==> src/hw/rtl/nle_pkg.sv <==
`default_nettype none
package nle_pkg;

  localparam int unsigned PosW   = 32;
  localparam int unsigned OrderW = 5;
  localparam int unsigned ValW   = 32;
  localparam int unsigned CoefW  = 32;

  // 1.0 in signed Q8.24
  localparam logic signed [ValW-1:0] OneQ24 = 32'sh0100_0000;
  localparam logic signed [ValW-1:0] ValMax = 32'sh7FFF_FFFF;
  localparam logic signed [ValW-1:0] ValMin = 32'sh8000_0000;

  typedef enum logic [0:0] {
    RegDomainMin = 1'b0,
    RegNormScale = 1'b1
  } nle_reg_e;

  // Work item handed from cell to cell along the recurrence chain
  typedef struct packed {
    logic                     vld;
    logic [OrderW-1:0]        n;
    logic                     sat;
    logic signed [ValW-1:0]   z;
    logic signed [ValW-1:0]   p0;
    logic signed [ValW-1:0]   p1;
  } nle_tok_t;

  // round(sqrt((2n+1)/2) * 2^28), bitwise integer root; elaboration only
  function automatic logic [31:0] norm_q28(input int unsigned n);
    logic [63:0] x;
    logic [63:0] r;
    logic [63:0] bt;
    int          k;
    x  = 64'(2 * n + 1) << 55;
    r  = '0;
    bt = 64'(1) << 62;
    for (k = 0; k < 32; k++) begin
      if (bt > x) begin
        bt = bt >> 2;
      end
    end
    for (k = 0; k < 32; k++) begin
      if (bt != '0) begin
        if (x >= r + bt) begin
          x = x - (r + bt);
          r = (r >> 1) + bt;
        end else begin
          r = r >> 1;
        end
        bt = bt >> 2;
      end
    end
    if (x > r) begin
      r = r + 64'd1;
    end
    return r[31:0];
  endfunction

endpackage
`default_nettype wire

==> src/hw/rtl/nle_cell.sv <==
`default_nettype none
module nle_cell #(
  parameter int unsigned Idx = 2
) (
  input  logic               clk_i,
  input  logic               rst_ni,
  input  logic               adv_i,
  input  nle_pkg::nle_tok_t  tok_i,
  output nle_pkg::nle_tok_t  tok_o
);
  import nle_pkg::*;

  // (2i-1)/i and (i-1)/i in Q2.30, rounded to nearest
  localparam logic [63:0] CoefA64 = ((64'(2 * Idx - 1) << 31) + 64'(Idx)) / (64'(Idx) << 1);
  localparam logic [63:0] CoefB64 = ((64'(Idx - 1) << 31) + 64'(Idx)) / (64'(Idx) << 1);
  localparam logic signed [CoefW-1:0] CoefA = CoefA64[CoefW-1:0];
  localparam logic signed [CoefW-1:0] CoefB = CoefB64[CoefW-1:0];
  localparam logic [6:0] IdxV = 7'(Idx);

  // stage 1: coefficient products
  nle_tok_t            tok1_q;
  logic                act1_q;
  logic signed [63:0]  pa_q, pa_d, pb_q, pb_d;

  // stage 2: round t and v, t times z
  nle_tok_t            tok2_q;
  logic                act2_q;
  logic signed [63:0]  rsa, rsb;
  logic signed [33:0]  t2, v2;
  logic signed [65:0]  u_q, u_d;
  logic signed [33:0]  v_q;

  // stage 3: round u, subtract, clamp
  logic signed [65:0]  rsu;
  logic signed [41:0]  u3;
  logic signed [42:0]  diff3;
  logic                hi3, lo3;
  logic signed [ValW-1:0] p3;
  nle_tok_t            tok3_q, tok3_d;

  always_comb begin
    pa_d = $signed(tok_i.p1) * CoefA;
    pb_d = $signed(tok_i.p0) * CoefB;
  end

  always_comb begin
    // ties away from zero: add half, less one when negative, then shift
    rsa = pa_q + (pa_q[63] ? 64'sh1FFF_FFFF : 64'sh2000_0000);
    rsb = pb_q + (pb_q[63] ? 64'sh1FFF_FFFF : 64'sh2000_0000);
    t2  = rsa[63:30];
    v2  = rsb[63:30];
    u_d = t2 * $signed(tok1_q.z);
  end

  always_comb begin
    rsu   = u_q + (u_q[65] ? 66'sh7F_FFFF : 66'sh80_0000);
    u3    = rsu[65:24];
    diff3 = $signed({u3[41], u3}) - $signed({{9{v_q[33]}}, v_q});
    hi3   = !diff3[42] && (|diff3[41:31]);
    lo3   = diff3[42] && !(&diff3[41:31]);
    if (hi3) begin
      p3 = ValMax;
    end else if (lo3) begin
      p3 = ValMin;
    end else begin
      p3 = diff3[31:0];
    end
    tok3_d = tok2_q;
    if (act2_q) begin
      tok3_d.p0  = tok2_q.p1;
      tok3_d.p1  = p3;
      tok3_d.sat = tok2_q.sat || hi3 || lo3;
    end
  end

  always_ff @(posedge clk_i or negedge rst_ni) begin
    if (!rst_ni) begin
      tok1_q <= '0;
      tok2_q <= '0;
      tok3_q <= '0;
    end else if (adv_i) begin
      tok1_q <= tok_i;
      tok2_q <= tok1_q;
      tok3_q <= tok3_d;
    end
  end

  always_ff @(posedge clk_i) begin
    if (adv_i) begin
      act1_q <= (7'(tok_i.n) >= IdxV);
      pa_q   <= pa_d;
      pb_q   <= pb_d;
      act2_q <= act1_q;
      u_q    <= u_d;
      v_q    <= v2;
    end
  end

  assign tok_o = tok3_q;

endmodule
`default_nettype wire

==> config.mk <==
export PLATFORM = sky130hd
export DESIGN_NAME = nle_cell
export DESIGN_NICKNAME = d
export VERILOG_FILES = /design/src/hw/rtl/nle_pkg.sv /design/src/hw/rtl/nle_cell.sv
export SDC_FILE = /design/constraint.sdc
export NUM_CORES = 2
export LEC_CHECK = 0
export BUFFER_PORTS_ARGS = -buffer_cell sky130_fd_sc_hd__buf_2
export CELL_PAD_IN_SITES_DETAIL_PLACEMENT = 0
export CELL_PAD_IN_SITES_GLOBAL_PLACEMENT = 1
export CORE_AREA = 2 2 399 401
export CTS_CLUSTER_DIAMETER = 80
export CTS_CLUSTER_SIZE = 14
export DETAILED_ROUTE_END_ITERATION = 6
export DIE_AREA = 0 0 401 403
export PLACE_DENSITY_LB_ADDON = 0.15
export REMOVE_ABC_BUFFERS = 1
export SLEW_MARGIN = 20
export SYNTH_ARGS = -nofsm -noshare
export SYNTH_HDL_FRONTEND = slang
export SYNTH_SLANG_ARGS = --single-unit
==> constraint.sdc <==
create_clock -name clk_i -period 13.1 [get_ports clk_i]
set_input_delay 1.965 -clock clk_i [delete_from_list [all_inputs] [get_ports clk_i]]
set_output_delay 1.965 -clock clk_i [all_outputs]
set_load 0.005 [all_outputs]
==> run metrics <==
DIE AREA=0.162 mm2; CP arrival=11.53 ns; Ys Warns=0; Post-Synthesis Cells=6138; nets@finish=7743; post-DP HPWL=139000 um; CP bufs+invs=5; Worst Hold Depth=0; CTS Buf Count=48; core area=0.157 mm2; Tcrit/Tclk final=84.7%; CTS sink cnt=476; CP Launch Type=flop; Final Util=42.8%; Final ANT Viol Nets=0; Pre-antenna DRT Iters=7; row cnt=146; Area Overhead vs Synth=7.96%; fmax=90.1 MHz; RSZ-0062 raised after global routing=no; most common cell after layout, fill and taps aside=fa_1; # DRC=0; global-route wire length before repair=278000 um; Sequential cell area=0.0128 mm2; I/O Buffers=208; mean post-synth cell area=10.2 um2; R2R cell count=33; Crit path top cell by count=fa_1; Hold Crit Start=act1_q; cts hold-fix bufs=0; vias in the first global route=45700; cell area after synthesis=0.0625 mm2; count of final max-slew check failures=0; Setup crit end kind=flop; status=completed; Post-synth ARST share=64.9%; critical path's top delay family=adder cells; CTS-repair resized insts=0; Netlist cell types=89; Fin. Hold Viols=0; Skew-Pair Late Insertion Delay=0.68 ns; top post-synthesis cells by area=fa_1 (37%), dfrtp_1 (12%), edfxtp_1 (8.0%); prevailing post-synth register cell=dfrtp_1; leading cell types in the layout, fill and taps excluded=fa_1 (1145), inv_1 (1136), and2_1 (607), nand2_1 (586), ha_1 (316); Crit path largest cell delay=0.82 ns; hold endpoint=act2_q; skew final=0.0357 ns; gpl congestion=0.860; number of flops mapped to enable cells by yosys=167; CTS tree=done; H-tree depth=2; diode count=0; register area share after synthesis=20.4%; die height=403 um; Max-slew headroom=25.4%; Reg-to-Reg End=u_q[65]; Vias=42100; worst-margin pin slew=1.11 ns; Worst-path clk slew=0.07 ns; Die W=401 um; crit path time final=11.10 ns; multi-input logic area=0.0446 mm2; CTS root buffer=clkbuf_16; worst hold-check path type=reg -> reg; setup violators final=0; CTS max path bufs=3; Starting Density=39.7%; critical setup path kind=reg -> reg; fraction of layout cells with a size suffix above 1=11.0%; drt first-iter violations=2479; total of max-cap violations=0; final wirelength=176000 um; DR vias/cell=5.08; Worst Path Max Fanout=21; CP required=13.52 ns; gr ovfl total=0; initial antenna violation count=15; Synth top area share=36.7%; Post-CTS Setup Bufs=0; CP max-delay cell=xnor2_2; reg-to-reg setup timing slack=2.00 ns; setup TNS=0 ns; largest net degree at the start of global routing=148; Synth area leader=fa_1; GRT Total Usage=22.5%; Ports=209; Filler Cells Inserted=15500; flop and latch count out of synthesis=476; routed len/inst=21.2 um; FF-to-FF Start=pa_q[63]
routing by layer:
layer  share of wire [%]  routed length, um  up-vias  GRT usage, %
li1                    -                  -    19000             -
met1                  44              77600    22200          30.3
met5               0.012                 21        -             0
met4                 1.8               3180        4          4.15
met3                 3.8               6640      138          2.32
met2                  50              88500      708          39.6
state kept, by name (all words and copies together) (netlist names):
name,flops
act2_q,1
tok2_q,103
tok1_q,103
pb_q,32
tok_o,103
u_q,66
pa_q,35
act1_q,1
v_q,32
Yosys cell counts, types with 6 or more instances:
master	n
nand2b_1	44
or3_1	14
and4_1	9
nand2_1	586
xnor2_1	167
o21ai_1	7
o211ai_1	12
a211oi_1	17
xor2_1	63
edfxtp_1	167
clkbuf_1	271
a21o_1	64
nand4_1	37
or2_2	7
buf_1	13
nand3_1	68
fa_1	1145
a21oi_1	196
a31o_2	6
and3_1	38
o21ai_0	69
ha_1	316
a21boi_0	8
o21bai_1	22
nor2_1	220
nor3_1	28
a31oi_1	12
nor2b_1	16
mux2_2	244
buf_2	11
o31ai_1	8
a211o_1	34
mux2i_1	35
inv_1	1136
dfrtp_1	309
o21a_1	24
and2_1	607
worst max path at each step:
stage | startpoint | endpoint | slack, ns | cells after the start
after CTS | pa_q[63] | u_q[64] | 1.96 | 37
final | pa_q[63] | u_q[65] | 2.00 | 33
after global placement | pa_q[63] | u_q[65] | 2.03 | 33
after global routing | pa_q[63] | u_q[64] | 1.28 | 37
after floorplan | pa_q[38] | u_q[64] | 2.58 | 34
after detailed placement | pa_q[63] | u_q[64] | 2.00 | 37
worst reg2reg max path, delay by kind of cell, from the launching register on:
family                   cells  cell delay, ns
adder cells (fa/ha/maj)      9            4.23
AND/OR/NAND/NOR             12            3.18
AO/OA/AOI/OAI                5            1.40
XOR/XNOR                     2            0.95
buffers and inverters        5            0.65
flip-flops                   1            0.45
cells by family after synthesis:
group	count (synthesis)	share of synthesized area [%]
AOI/OAI and AO/OA	551	5.91
xor gates and xnor gates	230	3.22
adders and majority gates	1461	43.0
buffers and inverters	1439	8.76
DFF	476	20.4
muxes	279	4.96
and+or+nand+nor	1702	13.8
area by class of cell:
cell class | instances | share of cell area (%)
clock buffers | 71 | 1.97
clock inverters | 18 | 0.343
inverters | 1137 | 6.33
multi-input cells | 4223 | 66.0
flip-flops and latches | 476 | 18.9
well taps | 2072 | 3.84
repair buffers | 290 | 2.58
per-stage QoR:
stage	hold WS (ns)	area, um2	setup WS [ns]	instances
final	0.423	67500	2.00	8287
after global routing	0.433	67500	1.28	8287
after CTS	0.424	67400	1.96	8287
after detailed placement	0.407	65900	2.00	8198
after global placement	0.404	65900	2.03	8198
after floorplan	0.400	61300	2.58	5836
Power is not shown: default switching activity piles up to over one toggle a cycle in this logic, so the estimate is an artifact.
