**src/hw/rtl/nle_pkg.sv**
```systemverilog
`default_nettype none
package nle_pkg;

  localparam int unsigned PosW   = 32;
  localparam int unsigned OrderW = 5;
  localparam int unsigned ValW   = 32;
  localparam int unsigned CoefW  = 32;

  // 1.0 in signed Q8.24
  localparam logic signed [ValW-1:0] OneQ24 = 32'sh0100_0000;
  localparam logic signed [ValW-1:0] ValMax = 32'sh7FFF_FFFF;
  localparam logic signed [ValW-1:0] ValMin = 32'sh8000_0000;

  typedef enum logic [0:0] {
    RegDomainMin = 1'b0,
    RegNormScale = 1'b1
  } nle_reg_e;

  // Work item handed from cell to cell along the recurrence chain
  typedef struct packed {
    logic                     vld;
    logic [OrderW-1:0]        n;
    logic                     sat;
    logic signed [ValW-1:0]   z;
    logic signed [ValW-1:0]   p0;
    logic signed [ValW-1:0]   p1;
  } nle_tok_t;

  // round(sqrt((2n+1)/2) * 2^28), bitwise integer root; elaboration only
  function automatic logic [31:0] norm_q28(input int unsigned n);
    logic [63:0] x;
    logic [63:0] r;
    logic [63:0] bt;
    int          k;
    x  = 64'(2 * n + 1) << 55;
    r  = '0;
    bt = 64'(1) << 62;
    for (k = 0; k < 32; k++) begin
      if (bt > x) begin
        bt = bt >> 2;
      end
    end
    for (k = 0; k < 32; k++) begin
      if (bt != '0) begin
        if (x >= r + bt) begin
          x = x - (r + bt);
          r = (r >> 1) + bt;
        end else begin
          r = r >> 1;
        end
        bt = bt >> 2;
      end
    end
    if (x > r) begin
      r = r + 64'd1;
    end
    return r[31:0];
  endfunction

endpackage
`default_nettype wire

```
**src/hw/rtl/nle_scale.sv**
```systemverilog
`default_nettype none
module nle_scale (
  input  logic                         clk_i,
  input  logic                         rst_ni,
  input  logic                         adv_i,
  input  nle_pkg::nle_tok_t            tok_i,
  output logic                         vld_o,
  output logic [nle_pkg::ValW-1:0]     value_o,
  output logic                         sat_o
);
  import nle_pkg::*;

  localparam int unsigned NormDepth = 2 ** OrderW;

  logic [31:0]         norm_rom [NormDepth];

  for (genvar k = 0; k < NormDepth; k++) begin : g_rom
    assign norm_rom[k] = norm_q28(k);
  end

  logic                vld1_q;
  logic                sat1_q;
  logic signed [64:0]  pm_q, pm_d;
  logic signed [64:0]  rs;
  logic signed [36:0]  r2;
  logic                hi2, lo2;
  logic [ValW-1:0]     val_d;
  logic                vld_q, sat_q;
  logic [ValW-1:0]     val_q;

  always_comb begin
    pm_d = $signed(tok_i.p1) * $signed({1'b0, norm_rom[tok_i.n]});
  end

  always_comb begin
    rs  = pm_q + (pm_q[64] ? 65'sh7FF_FFFF : 65'sh800_0000);
    r2  = rs[64:28];
    hi2 = !r2[36] && (|r2[35:31]);
    lo2 = r2[36] && !(&r2[35:31]);
    if (hi2) begin
      val_d = ValMax;
    end else if (lo2) begin
      val_d = ValMin;
    end else begin
      val_d = r2[31:0];
    end
  end

  always_ff @(posedge clk_i or negedge rst_ni) begin
    if (!rst_ni) begin
      vld1_q <= 1'b0;
      vld_q  <= 1'b0;
    end else if (adv_i) begin
      vld1_q <= tok_i.vld;
      vld_q  <= vld1_q;
    end
  end

  always_ff @(posedge clk_i) begin
    if (adv_i) begin
      pm_q   <= pm_d;
      sat1_q <= tok_i.sat;
      val_q  <= val_d;
      sat_q  <= sat1_q || hi2 || lo2;
    end
  end

  assign vld_o   = vld_q;
  assign value_o = val_q;
  assign sat_o   = sat_q;

endmodule
`default_nettype wire

```
**config.mk**
```make
export PLATFORM = sky130hd
export DESIGN_NAME = nle_scale
export DESIGN_NICKNAME = d
export VERILOG_FILES = /design/src/hw/rtl/nle_pkg.sv /design/src/hw/rtl/nle_scale.sv
export SDC_FILE = /design/constraint.sdc
export NUM_CORES = 2
export LEC_CHECK = 0
export BUFFER_PORTS_ARGS = -buffer_cell sky130_fd_sc_hd__buf_2
export CAP_MARGIN = 20
export CELL_PAD_IN_SITES_DETAIL_PLACEMENT = 1
export CELL_PAD_IN_SITES_GLOBAL_PLACEMENT = 2
export CORE_MARGIN = 2
export CORE_UTILIZATION = 40
export DETAILED_ROUTE_END_ITERATION = 10
export PLACE_DENSITY = 0.9
export SLEW_MARGIN = 20
export SYNTH_ARGS = -nofsm -noshare
export SYNTH_HDL_FRONTEND = slang
export SYNTH_SLANG_ARGS = --single-unit
```
**constraint.sdc**
```tcl
create_clock -name clk_i -period 8.36 [get_ports clk_i]
set_clock_uncertainty 0.15 [all_clocks]
set_input_delay 2.508 -clock clk_i [delete_from_list [all_inputs] [get_ports clk_i]]
set_output_delay 2.508 -clock clk_i [all_outputs]
set_load 0.02 [all_outputs]
```
==> results.py <==
metrics = {
    "floorplanning": {
        "die_w_um": 317,
        "die_area_mm2": 0.100,
        "num_rows": 114,
        "ioPinCount": 140,
        "fp.dieH_um": 317,
        "coreArea_mm2": 0.0969,
        "initial_core_util_pct": 40.4,
    },
    "timing": {
        "post-route-period-util_pct": 129,
        "setup_tns_ps": -105790,
        "fmax_mhz": 92.8,
        "hold_viol": 0,
        "post-route-min-period_ps": 10780,
        "fin_ws_ps": -2420,
        "worstMarginPinSlew_ps": 735,
        "drv_slew": 0,
        "finalSetupViolCount": 57,
        "rsz0062_at_grt": "true",
        "relSlewSlack_pct": 50.7,
        "hold_slack_ps": 367,
    },
    "setup_path": {
        "critPathMostFrequentCell": "fa_2",
        "end_kind": "flop",
        "slowest_stage": "fa_1",
        "cp.arrival_ps": 10690,
        "max_stage_delay_ps": 590,
        "crit_type": "input pin to flop",
        "worstRegToRegCells": 12,
        "required_ps": 8260,
        "worstPathMaxFanout": 6,
        "start_kind": "input pin",
    },
    "route": {
        "drc": 0,
        "wirelength_mm": 147,
        "wire_per_inst_um": 24.1,
        "first_iter_violations": 1767,
        "viasPerCell": 5.40,
        "vias": 32900,
        "postRouteAntennaNets": 0,
        "first_pass_iters": 6,
    },
    "placed_design": {
        "post-place-ws_ps": -2860,
        "gp_congestion": 0.877,
        "hpwlAfterDp_mm": 107,
        "port_buffers": 75,
    },
    "clock_tree": {
        "clkLatencyLatePin_ps": 360,
        "clockRootBuffer": "clkbuf_16",
        "clk_pin_slew_ps": 70,
        "clock-sinks": 101,
        "holdBufCountCts": 0,
        "clk_path_buf_depth": 2,
        "cts_tree": "done",
        "numCtsBuffers": 9,
        "htreeDepth": 3,
    },
    "logic_synthesis": {
        "seq_area_frac_synth_pct": 7.72,
        "syn_nets": 5601,
        "synth_edf_count": 99,
        "synth-seq-cells": 101,
        "avgSynthCellArea_um2": 9.13,
        "synthCells": 4288,
        "synthFlopType": "edfxtp_1",
        "syn_area_mm2": 0.0392,
        "async_reset_ff_share_pct": 1.98,
        "yosysUniqueCellTypes": 81,
        "yosys_warnings": 0,
    },
    "global_routing": {
        "grt_first_pass_wirelength_mm": 214,
        "grt_overflow": 0,
        "grt_usage_pct": 27.6,
        "grt_max_degree": 52,
        "grt_pass1_vias": 38200,
        "antenna_found_initial": 7,
    },
    "final_layout": {
        "final_nets": 6112,
        "syn2layout_area_growth_pct": 26.5,
        "drive_gt1_share_pct": 25.3,
        "fill_cells": 10800,
    },
    "outcome": {
        "violations": "setup timing",
        "status": "finished with violations",
    },
    "min_path": {
        "holdPathStages": 1,
        "min_path_type": "flop to flop",
    },
    "flow_run": {
        "cap_violations": 0,
    },
}
## synthesized netlist by cell type (all sizes together), types with 7 or more instances
cell	n	area share [%]
o21bai	10	0.20
a21oi	115	1.5
and2	540	8.6
o31ai	16	0.35
o211ai	10	0.20
nor2b	12	0.19
buf	13	0.20
o21a	12	0.25
edfxtp	99	7.6
a211oi	16	0.32
xor2	43	0.96
and3	13	0.21
clkbuf	236	2.3
nand2	520	5.0
or2	10	0.16
xnor2	46	1.0
nand2b	18	0.29
fa	867	44
inv	907	8.7
nor2	109	1.0
ha	340	11
a211o	7	0.16
nand3	37	0.47
nor3	23	0.35
a31oi	11	0.18
a21o	54	1.0
nand4	24	0.38
o21ai	100	1.3
## worst paths after layout
| check | from | endpoint | slack, ps |
|---|---|---|---|
| worst max-delay path | tok_i[98] | pm_q[59] | -2420 |
| worst min-delay path | vld_o | vld_o | 370 |
| worst max register to register | pm_q[64] | value_o[29] | 4030 |
| worst min register to register | vld_o | vld_o | 370 |
| max in group asynchronous | rst_ni | vld1_q | 6200 |
| min in group asynchronous | rst_ni | vld_o | 1760 |
## area by class of cell
class / count / area [um2] / area share, %
Antenna cell: 5 / 12.5 / 0.0253
Clock buffer: 11 / 233 / 0.470
Clock inverter: 5 / 36.3 / 0.0733
Inverter: 908 / 3420 / 6.91
Multi-Input combinational cell: 3031 / 34300 / 69.2
Sequential cell: 101 / 3020 / 6.10
Tap cell: 1276 / 1600 / 3.22
Timing Repair Buffer: 748 / 6950 / 14.0
## state kept, by name, indices dropped and copies added (netlist names)
register  flops
pm_q         65
sat_o         1
vld_o         1
value_o      32
sat1_q        1
vld1_q        1
## timing repair
action | 4_1_cts | 5_1_grt
cloned | 8 | 4
setup buffers | 71 | 50
pin swaps | 120 | 153
resized for setup | 245 | 253
setup endpoints to repair | 57 | 57
## cells in the final DEF (no fill, tap or decap), types with 13 or more instances in the layout
master / synthesis / layout
and3_1: 13 / 13
nand2b_1: 18 / 13
ha_1: 340 / 292
buf_12: 0 / 77
a21o_1: 54 / 54
xnor2_1: 46 / 31
edfxtp_1: 99 / 99
nor2_2: 0 / 22
buf_6: 2 / 77
nor2_1: 109 / 74
o21ai_2: 0 / 26
o21ai_1: 4 / 13
xor2_1: 43 / 35
clkbuf_16: 0 / 13
buf_4: 2 / 506
nand2_1: 520 / 491
nand3_1: 37 / 35
nand4_1: 24 / 24
inv_1: 907 / 864
inv_2: 0 / 40
buf_2: 5 / 71
ha_4: 0 / 47
and2_4: 0 / 29
a21oi_1: 113 / 59
fa_1: 867 / 806
nor2_4: 0 / 13
o21ai_0: 96 / 55
fa_2: 0 / 61
a21oi_4: 0 / 17
a21oi_2: 2 / 39
and2_1: 540 / 511
nor3_1: 19 / 15
nand2_2: 0 / 21
## logic make-up (layout without fill, tap and decap cells)
kind of cell,after synthesis,in the layout,synth area share [%]
AND/OR/NAND/NOR,1328,1328,17.1
adder cells (fa/ha/maj),1208,1208,55.2
buffers and inverters,1157,1672,11.2
AO/OA/AOI/OAI,398,399,6.53
flip-flops,101,101,7.72
XOR/XNOR,89,89,1.99
multiplexers,7,7,0.252
other,0,5,0
## critical path, delay by kind of cell
| kind | cells | cell delay, ps |
|---|---|---|
| compound gates | 8 | 1250 |
| mux | 1 | 500 |
| buf+inv | 12 | 1490 |
| fa+ha+maj | 10 | 4490 |
| simple gates | 4 | 420 |
## per-stage QoR
| step | utilization, % | cell area, um2 | std cells |
|---|---|---|---|
| final | 51.1 | 49500 | 6085 |
| after global routing | 51.1 | 49500 | 6083 |
| after CTS | 49.7 | 48100 | 6035 |
| after detailed placement | 47.3 | 45900 | 5948 |
| after global placement | 47.3 | 45900 | 5948 |
| after floorplan | - | 40000 | 4288 |
## layer usage
metal	global-route usage, %	vias up	part of all wire [%]
met1	32.0	17300	36
met3	3.48	538	4.9
li1	-	13900	-
met4	11.7	4	6.4
met2	51.2	1090	52
met5	0	-	0.015
Power is left out: the tool's default activity adds up to more than one toggle a clock period on the data nets, which glitch-free logic cannot reach.
