### src/hw/rtl/nle_pkg.sv
`default_nettype none
package nle_pkg;

  localparam int unsigned PosW   = 32;
  localparam int unsigned OrderW = 5;
  localparam int unsigned ValW   = 32;
  localparam int unsigned CoefW  = 32;

  // 1.0 in signed Q8.24
  localparam logic signed [ValW-1:0] OneQ24 = 32'sh0100_0000;
  localparam logic signed [ValW-1:0] ValMax = 32'sh7FFF_FFFF;
  localparam logic signed [ValW-1:0] ValMin = 32'sh8000_0000;

  typedef enum logic [0:0] {
    RegDomainMin = 1'b0,
    RegNormScale = 1'b1
  } nle_reg_e;

  // Work item handed from cell to cell along the recurrence chain
  typedef struct packed {
    logic                     vld;
    logic [OrderW-1:0]        n;
    logic                     sat;
    logic signed [ValW-1:0]   z;
    logic signed [ValW-1:0]   p0;
    logic signed [ValW-1:0]   p1;
  } nle_tok_t;

  // round(sqrt((2n+1)/2) * 2^28), bitwise integer root; elaboration only
  function automatic logic [31:0] norm_q28(input int unsigned n);
    logic [63:0] x;
    logic [63:0] r;
    logic [63:0] bt;
    int          k;
    x  = 64'(2 * n + 1) << 55;
    r  = '0;
    bt = 64'(1) << 62;
    for (k = 0; k < 32; k++) begin
      if (bt > x) begin
        bt = bt >> 2;
      end
    end
    for (k = 0; k < 32; k++) begin
      if (bt != '0) begin
        if (x >= r + bt) begin
          x = x - (r + bt);
          r = (r >> 1) + bt;
        end else begin
          r = r >> 1;
        end
        bt = bt >> 2;
      end
    end
    if (x > r) begin
      r = r + 64'd1;
    end
    return r[31:0];
  endfunction

endpackage
`default_nettype wire

### src/hw/rtl/nle_zmap.sv
`default_nettype none
module nle_zmap #(
  parameter int unsigned MAX_ORDER = 31
) (
  input  logic                              clk_i,
  input  logic                              rst_ni,
  input  logic                              adv_i,
  input  logic                              vld_i,
  input  logic [nle_pkg::PosW-1:0]          position_i,
  input  logic [nle_pkg::OrderW-1:0]        order_i,
  input  logic [nle_pkg::PosW-1:0]          domain_min_i,
  input  logic [nle_pkg::PosW-1:0]          norm_scale_i,
  output nle_pkg::nle_tok_t                 tok_o
);
  import nle_pkg::*;

  localparam logic [6:0] MaxOrderV = 7'(MAX_ORDER);
  localparam logic signed [58:0] ZOffPos = -59'sd16777216;
  localparam logic signed [58:0] ZOffNeg = -59'sd16777215;

  // stage A: difference and order clamp
  logic                    vld_a_q;
  logic [OrderW-1:0]       n_a_q, n_a_d;
  logic signed [PosW:0]    d_a_q, d_a_d;

  // stage B: magnitude times scale
  logic                    vld_b_q;
  logic [OrderW-1:0]       n_b_q;
  logic                    neg_b_q;
  logic [PosW:0]           mag_b;
  logic [64:0]             prod_b_full;
  logic [63:0]             prod_b_q;

  // stage C: round, sign, offset, clamp
  logic [64:0]             rsum_c;
  logic [56:0]             q_c;
  logic signed [58:0]      zop_c, z_full_c;
  logic                    hi_c, lo_c, zsat_c;
  logic signed [ValW-1:0]  z_c;
  nle_tok_t                tok_q, tok_d;

  always_comb begin
    d_a_d = $signed({position_i[PosW-1], position_i})
          - $signed({domain_min_i[PosW-1], domain_min_i});
    if (7'(order_i) > MaxOrderV) begin
      n_a_d = OrderW'(MAX_ORDER);
    end else begin
      n_a_d = order_i;
    end
  end

  always_comb begin
    mag_b       = d_a_q[PosW] ? (PosW+1)'(-d_a_q) : (PosW+1)'(d_a_q);
    prod_b_full = {32'd0, mag_b} * {33'd0, norm_scale_i};
  end

  always_comb begin
    rsum_c = {1'b0, prod_b_q} + 65'd128;
    q_c    = rsum_c[64:8];
    // negate as invert plus one, folded into the offset
    zop_c    = neg_b_q ? ~$signed({2'b00, q_c}) : $signed({2'b00, q_c});
    z_full_c = zop_c + (neg_b_q ? ZOffNeg : ZOffPos);
    hi_c     = !z_full_c[58] && (|z_full_c[57:31]);
    lo_c     = z_full_c[58] && !(&z_full_c[57:31]);
    zsat_c   = hi_c || lo_c;
    if (hi_c) begin
      z_c = ValMax;
    end else if (lo_c) begin
      z_c = ValMin;
    end else begin
      z_c = z_full_c[31:0];
    end
    tok_d.vld = vld_b_q;
    tok_d.n   = n_b_q;
    tok_d.z   = z_c;
    tok_d.p0  = OneQ24;
    if (n_b_q == '0) begin
      tok_d.p1  = OneQ24;
      tok_d.sat = 1'b0;
    end else begin
      tok_d.p1  = z_c;
      tok_d.sat = zsat_c;
    end
  end

  always_ff @(posedge clk_i or negedge rst_ni) begin
    if (!rst_ni) begin
      vld_a_q <= 1'b0;
      vld_b_q <= 1'b0;
      tok_q   <= '0;
    end else if (adv_i) begin
      vld_a_q <= vld_i;
      vld_b_q <= vld_a_q;
      tok_q   <= tok_d;
    end
  end

  always_ff @(posedge clk_i) begin
    if (adv_i) begin
      n_a_q    <= n_a_d;
      d_a_q    <= d_a_d;
      n_b_q    <= n_a_q;
      neg_b_q  <= d_a_q[PosW];
      prod_b_q <= prod_b_full[63:0];
    end
  end

  assign tok_o = tok_q;

endmodule
`default_nettype wire

### config.mk
export PLATFORM = sky130hd
export DESIGN_NAME = nle_zmap
export DESIGN_NICKNAME = d
export VERILOG_FILES = /design/src/hw/rtl/nle_pkg.sv /design/src/hw/rtl/nle_zmap.sv
export SDC_FILE = /design/constraint.sdc
export NUM_CORES = 2
export LEC_CHECK = 0
export ABC_AREA = 1
export BUFFER_PORTS_ARGS = -buffer_cell sky130_fd_sc_hd__clkbuf_2
export CAP_MARGIN = 0
export CORE_ASPECT_RATIO = 1.25
export CORE_MARGIN = 1
export CORE_UTILIZATION = 45
export CTS_CLUSTER_DIAMETER = 50
export DETAILED_ROUTE_END_ITERATION = 10
export SYNTH_ARGS = -nofsm -noshare
export SYNTH_HDL_FRONTEND = slang
export SYNTH_SLANG_ARGS = --single-unit
### constraint.sdc
create_clock -name clk_i -period 13.84 [get_ports clk_i]
set_clock_uncertainty 0.15 [all_clocks]
set_input_delay 0.692 -clock clk_i [delete_from_list [all_inputs] [get_ports clk_i]]
set_output_delay 0.692 -clock clk_i [all_outputs]
set_load 0.005 [all_outputs]
==> flow_summary_export.csv <==
group,metric,value,unit
status,status,"completed",
critical_path,reg2reg_setup_slack,2850,ps
logic_synthesis,synth_mux_area_share,0,%
sta,slew_violations,0,
placed_design,gp_congestion,0.985,
global_route,grt_pass1_wl,246,mm
logic_synthesis,netlist_instances,5973,
critical_path,slowest_delay,940,ps
logic_synthesis,avgSynthCellArea,7.79,sq um
detailed_routing,drt_iter0_drc,3205,
logic_synthesis,synthSimpleGateAreaFrac,22.3,%
finish,final_common_cell,"nand2_1",
critical_path,startpoint_type,"flip-flop",
clock_network,clockBufferDepth,2,
detailed_routing,drc,0,
global_route,gr-total-overflow,0,
logic_synthesis,synth_xor_area_share,3.37,%
job,max-cap-violations,0,
logic_synthesis,netlist_area,0.0465,sq mm
critical_path,worst-path-max-fanout,19,
floorplanning,die_h,362,um
critical_path,slowest_stage,"clkinv_1",
floorplanning,core-area,0.102,sq mm
global_route,top_usage_layer,"met2",
logic_synthesis,yosysWarnings,0,
sta,maxSlewHeadroom,4.47,%
sta,post-route-min-period,10990,ps
placed_design,io_buffer_count,176,
logic_synthesis,ys_seq_elements,175,
finish,drive_above_1_share,5.71,%
detailed_routing,drt-total-wl,162,mm
detailed_routing,via_per_inst,5.34,
sta,fmax,91.0,MHz
floorplanning,die_x,290,um
global_route,grt_pass1_vias,41300,
logic_synthesis,synth-compound-area-share,3.49,%
global_route,grt_use_total,31.8,%
logic_synthesis,synth-adder-area-share,47.6,%
clock_network,htreeDepth,4,
finish,final_nets,7353,
logic_synthesis,yosys.area.top_type,"fa_1",
logic_synthesis,synth_top_family_by_area,"adder cells",
clock_network,cts_hold_buf,0,
floorplanning,rows,131,
clock_network,clock-sinks,175,
clock_network,cts-root-buf,"clkbuf_16",
global_route,met3_usage,6.52,%
sta,rsz0062_at_grt,"no",
global_route,met2_usage,52.9,%
clock_network,cts_tree,"yes",
critical_path,path_class,"reg -> reg",
detailed_routing,firstDrtPassIters,6,
finish,syn2layout_area_growth,5.98,%
logic_synthesis,ys_types,52,
detailed_routing,ant_nets,0,
clock_network,cts_buffers,17,
sta,worstMarginPinSlew,1420,ps
floorplanning,dieArea,0.105,sq mm
clock_network,cts.clk_slew.worst_paths,90,ps
clock_network,clock_latency,520,ps
clock_network,post_cts_buffers,0,
logic_synthesis,synth_top_area_share,39.8,%
sta,final.setup.tns,0,ps
logic_synthesis,synth_enable_flop_cells,101,
logic_synthesis,synthFlopType,"edfxtp_1",
floorplanning,num_io_pins,208,
sta,finalHoldViolCount,0,
critical_path,cp-end-kind,"flip-flop",
logic_synthesis,ys_seq_area_share,10.5,%
detailed_routing,wire_per_inst,22.0,um
global_route,antenna_found_initial,2,
finish,layout_common_cells,"nand2_1 (1,361), inv_1 (1,261), fa_1 (925), nor2_1 (918), ha_1 (292)",
critical_path,critPathTopFamily,"adder cells",
critical_path,cp.arrival,11100,ps
floorplanning,start_util,45.5,%
sta,finalSetupViolations,0,
min_path,min_path_type,"in -> reg",
sta,finalCritPeriodShare,79.4,%
global_route,grt_start_max_net_pins,89,
clock_network,ctsResizeCount,0,
detailed_routing,vias,39400,
logic_synthesis,async_flop_share,42.3,%
finish,num-fill-cells,10200,
logic_synthesis,ys_top_cells_by_area,"fa_1 (40%), nand2_1 (11%), inv_1 (10%)",
critical_path,required,13950,ps
critical_path,path_buf_inv,9,
global_route,grt_use_met1,36.6,%
placed_design,hpwl,130,mm
-- routing by layer --
metal,vias to the layer above,share of wire (%)
met4,0,8.4
met2,1896,47
li1,17600,-
met1,19300,36
met3,550,8.8
met5,-,0
-- per-stage QoR --
stage               instances  instance area (sq um)  setup WS (ps)  hold WS (ps)  utilization [%]
finish                   7376                  49300           2850           187             48.2
CTS                      7374                  49300           3050           148             48.2
detailed placement       7342                  48700           3080           258             47.6
global route             7374                  49300           2190           173             48.2
floorplan                6003                  46700           4950           246                -
global placement         7342                  48700           3180           251             47.6
-- kinds of logic (layout without fill, tap and decap cells) --
family | count (synthesis) | count (layout)
adder cells (fa/ha/maj) | 1217 | 1217
other | 1 | 33
flip-flops | 175 | 175
AND/OR/NAND/NOR | 2588 | 2588
buffers and inverters | 1527 | 1568
AO/OA/AOI/OAI | 287 | 287
XOR/XNOR | 178 | 178
-- state kept, by name, indices dropped and copies added, names as in the netlist --
signal and flops:
d_a_q 33, n_a_q 5, n_b_q 5, neg_b_q 1, prod_b_q 57, tok_o 72, vld_a_q 1, vld_b_q 1
-- cell usage after synthesis, drive strengths merged, types with 2 or more instances --
| cell | count |
|---|---|
| xnor2 | 78 |
| fa | 925 |
| or3 | 2 |
| o41ai | 2 |
| nand4 | 52 |
| a211oi | 5 |
| a221oi | 2 |
| nor4 | 7 |
| xor2 | 100 |
| ha | 292 |
| nor2 | 944 |
| a21o | 4 |
| nand3 | 151 |
| buf | 60 |
| dfrtp | 74 |
| and2 | 3 |
| a31oi | 27 |
| a21boi | 4 |
| o2111ai | 2 |
| and3 | 4 |
| clkbuf | 178 |
| or2 | 15 |
| nand3b | 12 |
| o211ai | 10 |
| o21a | 13 |
| clkinv | 24 |
| o21bai | 12 |
| edfxtp | 101 |
| o21ai | 82 |
| a21oi | 121 |
| nor3 | 28 |
| inv | 1265 |
| nand2 | 1369 |
-- final cells by class --
class	count	area (sq um)	area share, %
antenna	2	5.00	0.0101
clock buffer	17	425	0.862
clock inverter	15	216	0.439
inverter	1289	4840	9.81
multi-input combinational	4301	35900	72.7
sequential	175	4880	9.90
tap	1330	1660	3.37
timing repair buffer	247	1420	2.88
-- final timing paths --
check | start | to | cells after the start
worst max-delay path | d_a_q[0] | prod_b_q[53] | 39
worst min-delay path | order_i[2] | n_a_q[2] | 1
min in group asynchronous | rst_ni | tok_o[22] | 2
max in group asynchronous | rst_ni | tok_o[2] | 2
worst max register to register | d_a_q[0] | prod_b_q[53] | 39
worst min register to register | n_a_q[2] | n_b_q[2] | 0
-- worst register-to-register path, delay by kind of cell, from the launching register on --
family	cells	cell delay, ps
adder cells (fa/ha/maj)	9	4350
AND/OR/NAND/NOR	14	2770
buffers and inverters	9	1480
AO/OA/AOI/OAI	6	1360
flip-flops	1	410
XOR/XNOR	1	180
Power is not shown: default switching activity piles up to over one toggle a cycle in this logic, so the estimate is an artifact.
